$ cat src/hw/rtl/fmpf_pkg.sv
package fmpf_pkg;

	localparam int unsigned SLOT_W  = 7;
	localparam int unsigned INDEX_W = 7;
	localparam int unsigned COUNT_W = 8;
	// wide enough to compare slots and counts against table depths up to 8191
	localparam int unsigned CMP_W   = 13;

	localparam logic [7:0] PROTO_UDP = 8'd17;
	localparam logic [7:0] PROTO_TCP = 8'd6;

	typedef enum logic {
		OP_WRITE    = 1'b0,
		OP_CLASSIFY = 1'b1
	} opcode_t;

	typedef enum logic [1:0] {
		ST_IDLE,
		ST_SEARCH,
		ST_HOLD
	} state_t;

	typedef struct packed {
		opcode_t            opcode;
		logic [SLOT_W-1:0]  rule_slot;
		logic [31:0]        source_address;
		logic [31:0]        dest_address;
		logic [15:0]        source_port;
		logic [15:0]        dest_port;
		logic [7:0]         protocol;
		logic               rule_drops;
	} req_t;

	typedef struct packed {
		logic               verdict;
		logic               hit;
		logic [INDEX_W-1:0] hit_index;
	} rsp_t;

	typedef struct packed {
		logic [31:0] src_addr;
		logic [31:0] dst_addr;
		logic [15:0] sport;
		logic [15:0] dport;
		logic [7:0]  proto;
		logic        action;
	} rule_t;

endpackage

$ cat src/hw/rtl/fmpf_search.sv
module fmpf_search #(
	parameter int unsigned MAX_RULES = 128,
	parameter int unsigned AW = 7,
	parameter int unsigned CW = 8
) (
	input  logic                  clk,
	input  logic                  arst_n,
	input  logic                  req_valid,
	output logic                  req_stall,
	input  fmpf_pkg::req_t        req_data,
	output logic                  rsp_valid,
	input  logic                  rsp_stall,
	output fmpf_pkg::rsp_t        rsp_data,
	input  logic [CW-1:0]         limit,
	output logic                  wr_en,
	output logic [AW-1:0]         wr_addr,
	output fmpf_pkg::rule_t       wr_rule,
	output logic                  rd_en,
	output logic [AW-1:0]         rd_addr,
	input  fmpf_pkg::rule_t       rd_rule
);

	fmpf_pkg::state_t state_q, state_d;

	logic [CW-1:0]   cnt_q;
	logic [CW-1:0]   limit_q;
	logic            rd_v_s1;
	logic [CW-1:0]   rd_idx_s1;
	fmpf_pkg::req_t  pkt_q;
	fmpf_pkg::req_t  pkt_d;
	fmpf_pkg::rsp_t  res_q;
	fmpf_pkg::rsp_t  rsp_q;
	logic            rsp_valid_q;

	logic accept;
	logic is_write;
	logic slot_ok;
	logic transport;
	logic match;
	logic hit_now;
	logic last_now;
	logic finish;
	logic issue;
	logic out_free;
	logic load_out;

	assign accept    = req_valid && !req_stall;
	assign is_write  = (req_data.opcode == fmpf_pkg::OP_WRITE);
	assign slot_ok   = fmpf_pkg::CMP_W'(req_data.rule_slot) < fmpf_pkg::CMP_W'(MAX_RULES);
	assign transport = (req_data.protocol == fmpf_pkg::PROTO_UDP) ||
	                   (req_data.protocol == fmpf_pkg::PROTO_TCP);

	always_comb begin
		pkt_d = req_data;
		// zero the ports of anything but UDP and TCP
		if (!transport) begin
			pkt_d.source_port = '0;
			pkt_d.dest_port   = '0;
		end
	end

	assign match = ((rd_rule.src_addr == '0) || (rd_rule.src_addr == pkt_q.source_address)) &&
	               ((rd_rule.dst_addr == '0) || (rd_rule.dst_addr == pkt_q.dest_address)) &&
	               ((rd_rule.sport == '0) || (rd_rule.sport == pkt_q.source_port)) &&
	               ((rd_rule.dport == '0) || (rd_rule.dport == pkt_q.dest_port)) &&
	               ((rd_rule.proto == '0) || (rd_rule.proto == pkt_q.protocol));

	assign hit_now  = rd_v_s1 && match;
	assign last_now = rd_v_s1 && !match && ((rd_idx_s1 + CW'(1)) == limit_q);
	assign finish   = (state_q == fmpf_pkg::ST_SEARCH) && (hit_now || last_now);
	assign out_free = !rsp_valid_q || !rsp_stall;

	always_comb begin
		state_d = state_q;
		unique case (state_q)
			fmpf_pkg::ST_IDLE: begin
				if (accept && !is_write) begin
					state_d = (limit == '0) ? fmpf_pkg::ST_HOLD : fmpf_pkg::ST_SEARCH;
				end
			end
			fmpf_pkg::ST_SEARCH: begin
				if (finish) begin
					state_d = fmpf_pkg::ST_HOLD;
				end
			end
			fmpf_pkg::ST_HOLD: begin
				if (out_free) begin
					state_d = fmpf_pkg::ST_IDLE;
				end
			end
			default: begin
				state_d = fmpf_pkg::ST_IDLE;
			end
		endcase
	end

	always_comb begin
		req_stall = (state_q != fmpf_pkg::ST_IDLE);
		issue     = (state_q == fmpf_pkg::ST_SEARCH) && (cnt_q < limit_q) && !finish;
		load_out  = (state_q == fmpf_pkg::ST_HOLD) && out_free;
		wr_en     = accept && is_write && slot_ok;
	end

	assign rd_en   = issue;
	assign rd_addr = cnt_q[AW-1:0];
	assign wr_addr = AW'(req_data.rule_slot);

	always_comb begin
		wr_rule.src_addr = req_data.source_address;
		wr_rule.dst_addr = req_data.dest_address;
		wr_rule.sport    = req_data.source_port;
		wr_rule.dport    = req_data.dest_port;
		wr_rule.proto    = req_data.protocol;
		wr_rule.action   = req_data.rule_drops;
	end

	always_ff @(posedge clk or negedge arst_n) begin
		if (!arst_n) begin
			state_q     <= fmpf_pkg::ST_IDLE;
			rd_v_s1     <= 1'b0;
			rsp_valid_q <= 1'b0;
			cnt_q       <= '0;
		end else begin
			state_q <= state_d;
			rd_v_s1 <= issue;
			if (load_out) begin
				rsp_valid_q <= 1'b1;
			end else if (!rsp_stall) begin
				rsp_valid_q <= 1'b0;
			end
			if (accept) begin
				cnt_q <= '0;
			end else if (issue) begin
				cnt_q <= cnt_q + CW'(1);
			end
		end
	end

	always_ff @(posedge clk) begin
		if (issue) begin
			rd_idx_s1 <= cnt_q;
		end
		if (accept && !is_write) begin
			limit_q <= limit;
			pkt_q   <= pkt_d;
			res_q   <= '0;
		end else if (finish) begin
			res_q.verdict   <= hit_now ? rd_rule.action : 1'b0;
			res_q.hit       <= hit_now;
			res_q.hit_index <= hit_now ? fmpf_pkg::INDEX_W'(rd_idx_s1) : '0;
		end
		if (load_out) begin
			rsp_q <= res_q;
		end
	end

	assign rsp_valid = rsp_valid_q;
	assign rsp_data  = rsp_q;

endmodule

$ cat config.mk
export PLATFORM = sky130hd
export DESIGN_NAME = fmpf_search
export DESIGN_NICKNAME = d
export VERILOG_FILES = /design/src/hw/rtl/fmpf_pkg.sv /design/src/hw/rtl/fmpf_search.sv
export SDC_FILE = /design/constraint.sdc
export NUM_CORES = 1
export LEC_CHECK = 0
export BUFFER_PORTS_ARGS = -buffer_cell sky130_fd_sc_hd__buf_2
export CORE_AREA = 2 2 140 142
export CTS_CLUSTER_SIZE = 24
export DETAILED_ROUTE_END_ITERATION = 10
export DIE_AREA = 0 0 142 144
export PLACE_DENSITY = 0.79
export SLEW_MARGIN = 20
export SYNTH_ARGS = -nofsm -noshare
export SYNTH_HDL_FRONTEND = slang
export SYNTH_SLANG_ARGS = --single-unit
$ cat constraint.sdc
create_clock -name clk -period 4.33 [get_ports clk]
set_clock_uncertainty 0.1 [all_clocks]
set_input_delay 0 -clock clk [delete_from_list [all_inputs] [get_ports clk]]
set_output_delay 0 -clock clk [all_outputs]
set_load 0.02 [all_outputs]
# == Word-level counts from Yosys, hierarchy flattened ==
# Index checks and enable logic that the tools add are counted.
# totals
register_bits,150
input_bits,230
latch_bits,0
rom_bits,0
ramBits,0
output_inout_bits,132
memories,0
word_cells,83
# op_classes
n_shift,0
eq_ne,14
multipliers,0
magnitude_cmp,1
n_mux,11
div_mod_pow,0
n_bitwise,1
n_reduce_logical,37
addsub,2
# op_table
operator,count
== test 32 bit,2
zero test 32 bit,2
== test 16 bit,2
zero test 16 bit,2
adder 8 x 1 -> 8 bit (second input constant),2
== test 8 bit,2
zero test 8 bit,2
two-way mux 8 bit,2
logical AND 1 bit,14
== test 8 x 3 -> 1 bit (second input constant),1
== test 8 x 5 -> 1 bit (second input constant),1
logical OR 1 bit,8
less-than comparator 8 bit,1
two-way mux 2 bit,4
two-way mux 7 bit,1
!= test 2 bit (second input constant),3
case mux 2 bit (3 select lines),1
zero test 1 bit,5
nonzero test 2 bit,2
two-way mux 1 bit,3
AND reduction 3 bit,1
== test 2 x 1 -> 1 bit (second input constant),1
== test 2 bit (second input constant),1
zero test 2 bit,1
other kinds (2),2

# == Logic depth before layout (Yosys ltp) ==
# Gate-level depths: netlist of run 1.
# depth
word_depth,15
depth_mapped,8
depth_no_buf,8

# == Worst setup path before layout of run 1 ==
# OpenSTA, ideal clock, no wires.
# synth_path
path_type,register to register
startpoint,register state_q[1]
endpoint,register state_q[1]
t_required_ns,4.152
synth_period_minus_slack_ns,3.598
arrival_ns,3.420
path_stages_with_launch,8
path_slack_ns,0.732
setup_ns,0.078
n_path_buf,0
path_cell_list,dfrtp_1 -> nor2_1 -> and2_1 -> nand2_1 -> inv_1 -> a21oi_1 -> nor2_1 -> o2bb2ai_1
# synth_between
elab_chain_len,6
elab_cells_between_ends,13
cone_classes,5 x eq/ne; 1 x mux; 7 x reduce/logical
# synth_rtl
element,line,rtl
start: declaration,fmpf_search.sv:23,"fmpf_pkg::state_t state_q, state_d;"
start signal: assignment,fmpf_search.sv:119,state_q <= fmpf_pkg::ST_IDLE;
start signal: assignment,fmpf_search.sv:124,state_q <= state_d;
nonzero test 2 bit,fmpf_search.sv:98,req_stall = (state_q != fmpf_pkg::ST_IDLE);
zero test 1 bit,fmpf_search.sv:47,assign accept = req_valid && !req_stall;
logical AND 1 bit,fmpf_search.sv:47,
logical AND 1 bit,fmpf_search.sv:77,if (accept && !is_write) begin
!= test 2 bit (no source line),--,
AND reduction 3 bit (no source line),--,
# Several ways; a longest one is shown, not always the timed one.
# A chain may end at the register's enable or synchronous reset.

# == Worst setup path in the final report of run 1 ==
# layout_path
startpoint,register rd_idx_s1[0]
endpoint,output port rd_en
# layout_between
elab_chain_len,7
# layout_rtl
element,line,rtl
start: declaration,fmpf_search.sv:28,logic [CW-1:0] rd_idx_s1;
start signal: assignment,fmpf_search.sv:141,rd_idx_s1 <= cnt_q;
adder 8 x 1 -> 8 bit,fmpf_search.sv:69,assign last_now = rd_v_s1 && !match && ((rd_idx_s1 + CW'(1)) == limit_q);
== test 8 bit,fmpf_search.sv:69,
logical AND 1 bit,fmpf_search.sv:69,
logical OR 1 bit,fmpf_search.sv:70,assign finish = (state_q == fmpf_pkg::ST_SEARCH) && (hit_now || last_now);
logical AND 1 bit,fmpf_search.sv:70,
zero test 1 bit,fmpf_search.sv:99,issue = (state_q == fmpf_pkg::ST_SEARCH) && (cnt_q < limit_q) && !finish;
logical AND 1 bit,fmpf_search.sv:99,
end: declaration,fmpf_search.sv:18,"output logic rd_en,"
# Every way passes these cells.

==> flow_metrics.tcl, run 1 <==
set metrics [dict create \
    cts.reportedPaths.clkPinSlew_ns 0.07 \
    grt_pass1_vias 6478 \
    crit_path_cell_trace "ha_1, and3_1, xnor2_1, or4b_2, a211oi_1, a2111o_1, nor2_1, buf_2" \
    post-place-cells 1081 \
    ys_types 45 \
    synth.area.top_cells "edfxtp_1 50%, buf_4 12%, xnor2_1 8.8%" \
    final_common_cell "buf_2" \
    synthCells 621 \
    initial_utilization_pct 40.6 \
    rsz0062_at_grt "no" \
    final_area_um2 10800 \
    cts_inserted_buffers 17 \
    reg2reg_from "rd_idx_s1[0]$_DFFE_PP_" \
    mostFrequentLayoutCells "345 x buf_2, 129 x edfxtp_1, 125 x dlygate4sd3_1, 78 x xnor2_1, 40 x nor4_1" \
    routed_wl_um 23200 \
    syn-cell-area_um2 7750 \
    worstPathRequired_ns 4.23 \
    finalSetupViolCount 0 \
    drtAntennaViolNets 0 \
    slowest_stage "or4b_2" \
    tightest_slew_ns 0.861 \
    cts-root-buf "clkbuf_16" \
    status "completed" \
    num-nets-final 1226 \
    post-dp-hpwl_um 16200 \
    grt_remaining_overflow 0 \
    gr-usage-met2_pct 40.2 \
    yosysTopAreaCellShare_pct 50.0 \
    use_met3_pct 5.10 \
    htreeDepth 4 \
    avgSynthCellArea_um2 12.5 \
    yosysSeqAreaShare_pct 56.2 \
    synth_area_leader_cell "edfxtp_1" \
    die-height_um 144 \
    fin_crit_ns 3.57 \
    holdWs_ns 0.126 \
    coreArea_um2 19100 \
    wl_per_cell_um 18.7 \
    startpoint_type "register" \
    synth-seq-cells 150 \
    final_max_slew_viol_count 0 \
    crit_path_max_fanout 10 \
    ios 362 \
    power_density_nw_per_um2 327 \
    grt_use_total_pct 22.4 \
    arrival_ns 3.47 \
    maxSlewHeadroom_pct 42.6 \
    gp_congestion 0.963 \
    num_rows 51 \
    tritoncts "built" \
    synthesis.nets 860 \
    p_leak_nw 4.22 \
    drv_cap 0 \
    grt_max_degree 62 \
    hold_viol_final 0 \
    firstDrtPassIters 5 \
    syn_to_final_growth_pct 38.8 \
    num_vias 6304 \
    layout_setup_ws_ns 0.756 \
    grt_pass1_wl_um 34200 \
    hold_path.startpoint "req_data[112]" \
    async_flop_share_pct 8.00 \
    antenna_found_initial 2 \
    top_usage_layer "met2" \
    place_area_um2 8890 \
    via_per_inst 5.08 \
    synth_edf_count 129 \
    drc_errors 0 \
    min_path_type "in2reg" \
    drive_gt1_share_pct 38.4 \
    drt_iter0_markers 336 \
    clkSinkCount 150 \
    synth_flop_cell "edfxtp_1" \
    dieArea_um2 20400 \
    clock_path_buffers 2 \
    finalNonFillerCells 1240 \
    die_w_um 142 \
    insertion_delay_ns 0.42 \
    critical_path.startpoint "rd_idx_s1[0]$_DFFE_PP_" \
    slowest_delay_ns 0.61 \
    end_kind "primary output" \
    tns_ns 0 \
    pre_cts_ws_ns 1.12 \
    ys_warn_count 0 \
    vdd_ir_drop_max_mv 0.256 \
    max_freq_ghz 0.280 \
    gr-usage-met1_pct 25.2 \
    fin_crit_sh_pct 82.5 \
    critical_path_class "reg2out" \
    port_buffers 345 \
]
## state kept, by name, summed over array words and instances (netlist names)
register and cells:
rd_idx_s1 8, pkt_q 104, limit_q 8, rsp_data 9, state_q 2, cnt_q 8
res_q 9, rd_v_s1 1, rsp_valid 1
## critical path: cells and delay by family, from the launching register on
kind,cells,cell delay [ns]
XOR/XNOR,1,0.13
buffers and inverters,1,0.23
AO/OA/AOI/OAI,2,0.86
flip-flops,1,0.48
adder cells (fa/ha/maj),1,0.27
AND/OR/NAND/NOR,3,1.09
## area by class of cell
cell class | count | area, µm²
Fill cell | 1526 | 8320
Tap cell | 238 | 298
Antenna cell | 2 | 5.00
Timing Repair Buffer | 472 | 3010
Clock inverter | 15 | 181
Clock buffer | 17 | 425
Multi-Input combinational cell | 336 | 2450
Sequential cell | 150 | 4350
Inverter | 10 | 40.0
## worst paths after layout
check | endpoint | slack (ns) | depth (start not counted)
max | rd_en | 0.76 | 8
min | res_q[8]$_SDFFE_PP0P_ | 0.13 | 4
max reg2reg | rd_idx_s1[1]$_DFFE_PP_ | 1.11 | 7
min reg2reg | rsp_data[3]$_DFFE_PP_ | 0.33 | 0
max in group asynchronous | cnt_q[2]$_DFFE_PN0P_ | 3.17 | 3
min in group asynchronous | cnt_q[7]$_DFFE_PN0P_ | 0.58 | 3
## power breakdown
group	internal, W	total [W]	switching, W
clock network	0.000876	0.00153	0.000653
registers	0.00156	0.00156	0.0000000000000000000386
logic	0.000214	0.000434	0.000219
## cell usage after synthesis (2+ instances only)
master	instances
nand3_1	6
nand2_1	24
nand3b_1	3
a21oi_1	9
dfxtp_1	9
ha_1	9
inv_1	10
nor4b_1	2
clkbuf_1	6
and3_1	2
xor2_1	34
o21a_1	2
edfxtp_1	129
a211oi_1	2
nor3_1	2
nor2_1	11
or3_1	2
dfrtp_1	12
and2_1	35
nor4_1	41
nand2b_1	4
nand4_1	27
o2bb2ai_1	9
buf_4	119
or4_1	4
mux2i_1	6
xnor2_1	78
o21ai_0	5
a21o_1	2
nor4bb_1	2
## cell families (layout without fill, tap and decap cells)
group                    after synthesis  in the layout  synth area share, %
adder cells (fa/ha/maj)                9              9                 1.45
AND/OR/NAND/NOR                      170            170                 12.9
XOR/XNOR                             112            112                 12.7
AO/OA/AOI/OAI                         39             39                 3.75
buffers and inverters                135            514                 12.3
flip-flops                           150            150                 56.2
multiplexers                           6              6                0.775
other                                  0              2                    0
## through the flow
step	util [%]	power, W
finish	56.4	0.00352
global placement	46.6	0.00191
detailed placement	46.6	0.00192
global route	56.4	0.00364
floorplan	-	0.00179
CTS	56.4	0.00354
## metal layers
layer  vias up  part of all wire, %
li1       2881                    -
met1      3014                   39
met2       357                   51
met3        52                  7.0
met4         0                  3.3
met5         -                    0
## timing repair
action | in CTS | in global routing
endpoints found under the setup margin | 0 | 0
hold endpoints to repair | 144 | 0
resized for setup | 0 | 0
hold buffers | 125 | 0
buffers inserted | 0 | 0
(Power assumes the default switching activity.)
==> run 2: changes to the inputs <==
CORE_AREA = 2 2 142 144   (was 2 2 140 142)
DIE_AREA = 0 0 144 146   (was 0 0 142 144)
PLACE_DENSITY = 0.8   (was 0.79)
clock period = 3.1 ns   (was 4.33 ns; I/O delays follow)
==> flow_metrics.tcl, run 2 (synthesized netlist as in run 1, its figures left out) <==
set metrics [dict create \
    drive_gt1_share_pct 39.5 \
    post-dp-hpwl_um 16700 \
    die_w_um 144 \
    num-nets-final 1238 \
    tightest_slew_ns 0.839 \
    maxSlewHeadroom_pct 44.0 \
    drv_cap 0 \
    via_per_inst 4.89 \
    tritoncts "built" \
    num_rows 51 \
    cts.reportedPaths.clkPinSlew_ns 0.06 \
    firstDrtPassIters 4 \
    insertion_delay_ns 0.42 \
    grt_pass1_wl_um 35300 \
    grt_remaining_overflow 0 \
    die-height_um 146 \
    initial_utilization_pct 40.1 \
    grt_max_degree 51 \
    gp_congestion 0.945 \
    hold_viol_final 0 \
    cts-root-buf "clkbuf_16" \
    htreeDepth 4 \
    max_freq_ghz 0.338 \
    tns_ns 0 \
    final_max_slew_viol_count 0 \
    drc_errors 0 \
    num_vias 6248 \
    vdd_ir_drop_max_mv 0.349 \
    clock_path_buffers 2 \
    largest-register "pkt_q" \
    end_kind "register" \
    coreArea_um2 19300 \
    wl_per_cell_um 18.6 \
    drtAntennaViolNets 0 \
    routed_wl_um 23700 \
    ios 362 \
    worstPathRequired_ns 3.34 \
    grt_pass1_vias 6652 \
    mostFrequentLayoutCells "345 x buf_2, 129 x edfxtp_1, 125 x dlygate4sd3_1, 78 x xnor2_1, 40 x nor4_1" \
    syn_to_final_growth_pct 40.0 \
    finalSetupViolCount 0 \
    fin_crit_ns 2.96 \
    antenna_found_initial 1 \
    grt_use_total_pct 22.3 \
    fin_crit_sh_pct 95.4 \
    startpoint_type "register" \
    cts_inserted_buffers 17 \
    power_density_nw_per_um2 427 \
    critical_path_class "reg2reg" \
    status "completed" \
    port_buffers 345 \
    clkSinkCount 150 \
    min_path_type "in2reg" \
    holdWs_ns 0.151 \
    rsz0062_at_grt "no" \
    dieArea_um2 21000 \
    crit_path_max_fanout 7 \
    final_common_cell "buf_2" \
    fillers 1550 \
    p_leak_nw 4.24 \
    largest_reg_flops 104 \
    drt_iter0_markers 321 \
    arrival_ns 3.20 \
]
run 2: cell count changes in the layout (fill, tap and decap cells not counted), sizes merged:
cell,change
buf,+12
clkinvlp,+3
bufinv,-2
clkbuf,+4
inv,-5
run 2: final timing paths:
| check | slack [ns] | startpoint | cells past startpoint | end |
|---|---|---|---|---|
| max | 0.14 | rd_idx_s1[0]$_DFFE_PP_ | 11 | cnt_q[6]$_DFFE_PN0P_ |
| min | 0.15 | req_data[112] | 4 | res_q[7]$_SDFFE_PP0P_ |
| max reg2reg | 0.14 | rd_idx_s1[0]$_DFFE_PP_ | 11 | cnt_q[6]$_DFFE_PN0P_ |
| min reg2reg | 0.33 | res_q[5]$_SDFFE_PP0P_ | 0 | rsp_data[5]$_DFFE_PP_ |
| max in group asynchronous | 1.92 | arst_n | 3 | cnt_q[7]$_DFFE_PN0P_ |
| min in group asynchronous | 0.58 | arst_n | 3 | rd_v_s1$_DFF_PN0_ |
run 2: metrics by stage:
stage	std cells	total power (W)	setup slack, ns	instance area, µm²	utilization [%]
after floorplan	621	0.00250	0.197	7750	-
after global placement	1117	0.00267	0.245	9010	46.6
after detailed placement	1117	0.00268	0.208	9010	46.6
after CTS	1275	0.00467	0.0679	10800	55.8
after global routing	1278	0.00481	0.0157	10800	56.1
final	1279	0.00464	0.141	10800	56.1
run 2: final cells by class:
| class | count | area, µm² | share of cell area (%) |
|---|---|---|---|
| inverters | 10 | 41.3 | 0.381 |
| flip-flops and latches | 150 | 4350 | 40.1 |
| diodes | 2 | 5.00 | 0.0461 |
| repair buffers | 484 | 3110 | 28.7 |
| clock inverters | 11 | 72.6 | 0.669 |
| multi-input cells | 336 | 2480 | 22.9 |
| clock buffers | 21 | 450 | 4.15 |
| well taps | 265 | 332 | 3.06 |
run 2: per-layer routing:
layer,vias up,routed length (µm),global-route usage [%]
met5,-,0,0
met4,0,963,10.2
met3,60,1870,6.78
met2,360,12100,38.9
met1,2930,8810,24.7
li1,2898,-,-
run 2: report_power, final:
| group | switching [W] | internal (W) | leakage (nW) |
|---|---|---|---|
| clock | 0.000808 | 0.00105 | 0.259 |
| combinational | 0.000302 | 0.000299 | 2.69 |
| sequential | 0.0000000000000000000433 | 0.00218 | 1.29 |
| total | 0.00111 | 0.00352 | 4.24 |
run 2: worst max-delay path, stage by stage (launching register included):
cell and delay (ns):
edfxtp_1 0.36, buf_4 0.15, nand3_2 0.10, o221a_1 0.27, a311oi_2 0.27, a211oi_2 0.10, buf_4 0.16, a2111o_1 0.46
buf_4 0.17, buf_4 0.15, or4_1 0.46, a21oi_1 0.15
run 2: what timing repair did:
action                     CTS  global route
gates cloned                 0             0
setup buffers                1             2
pin swaps                    0             2
setup endpoints to repair    1             1
resized for setup            1             6
hold buffers               125             0
hold endpoints to repair   144             0
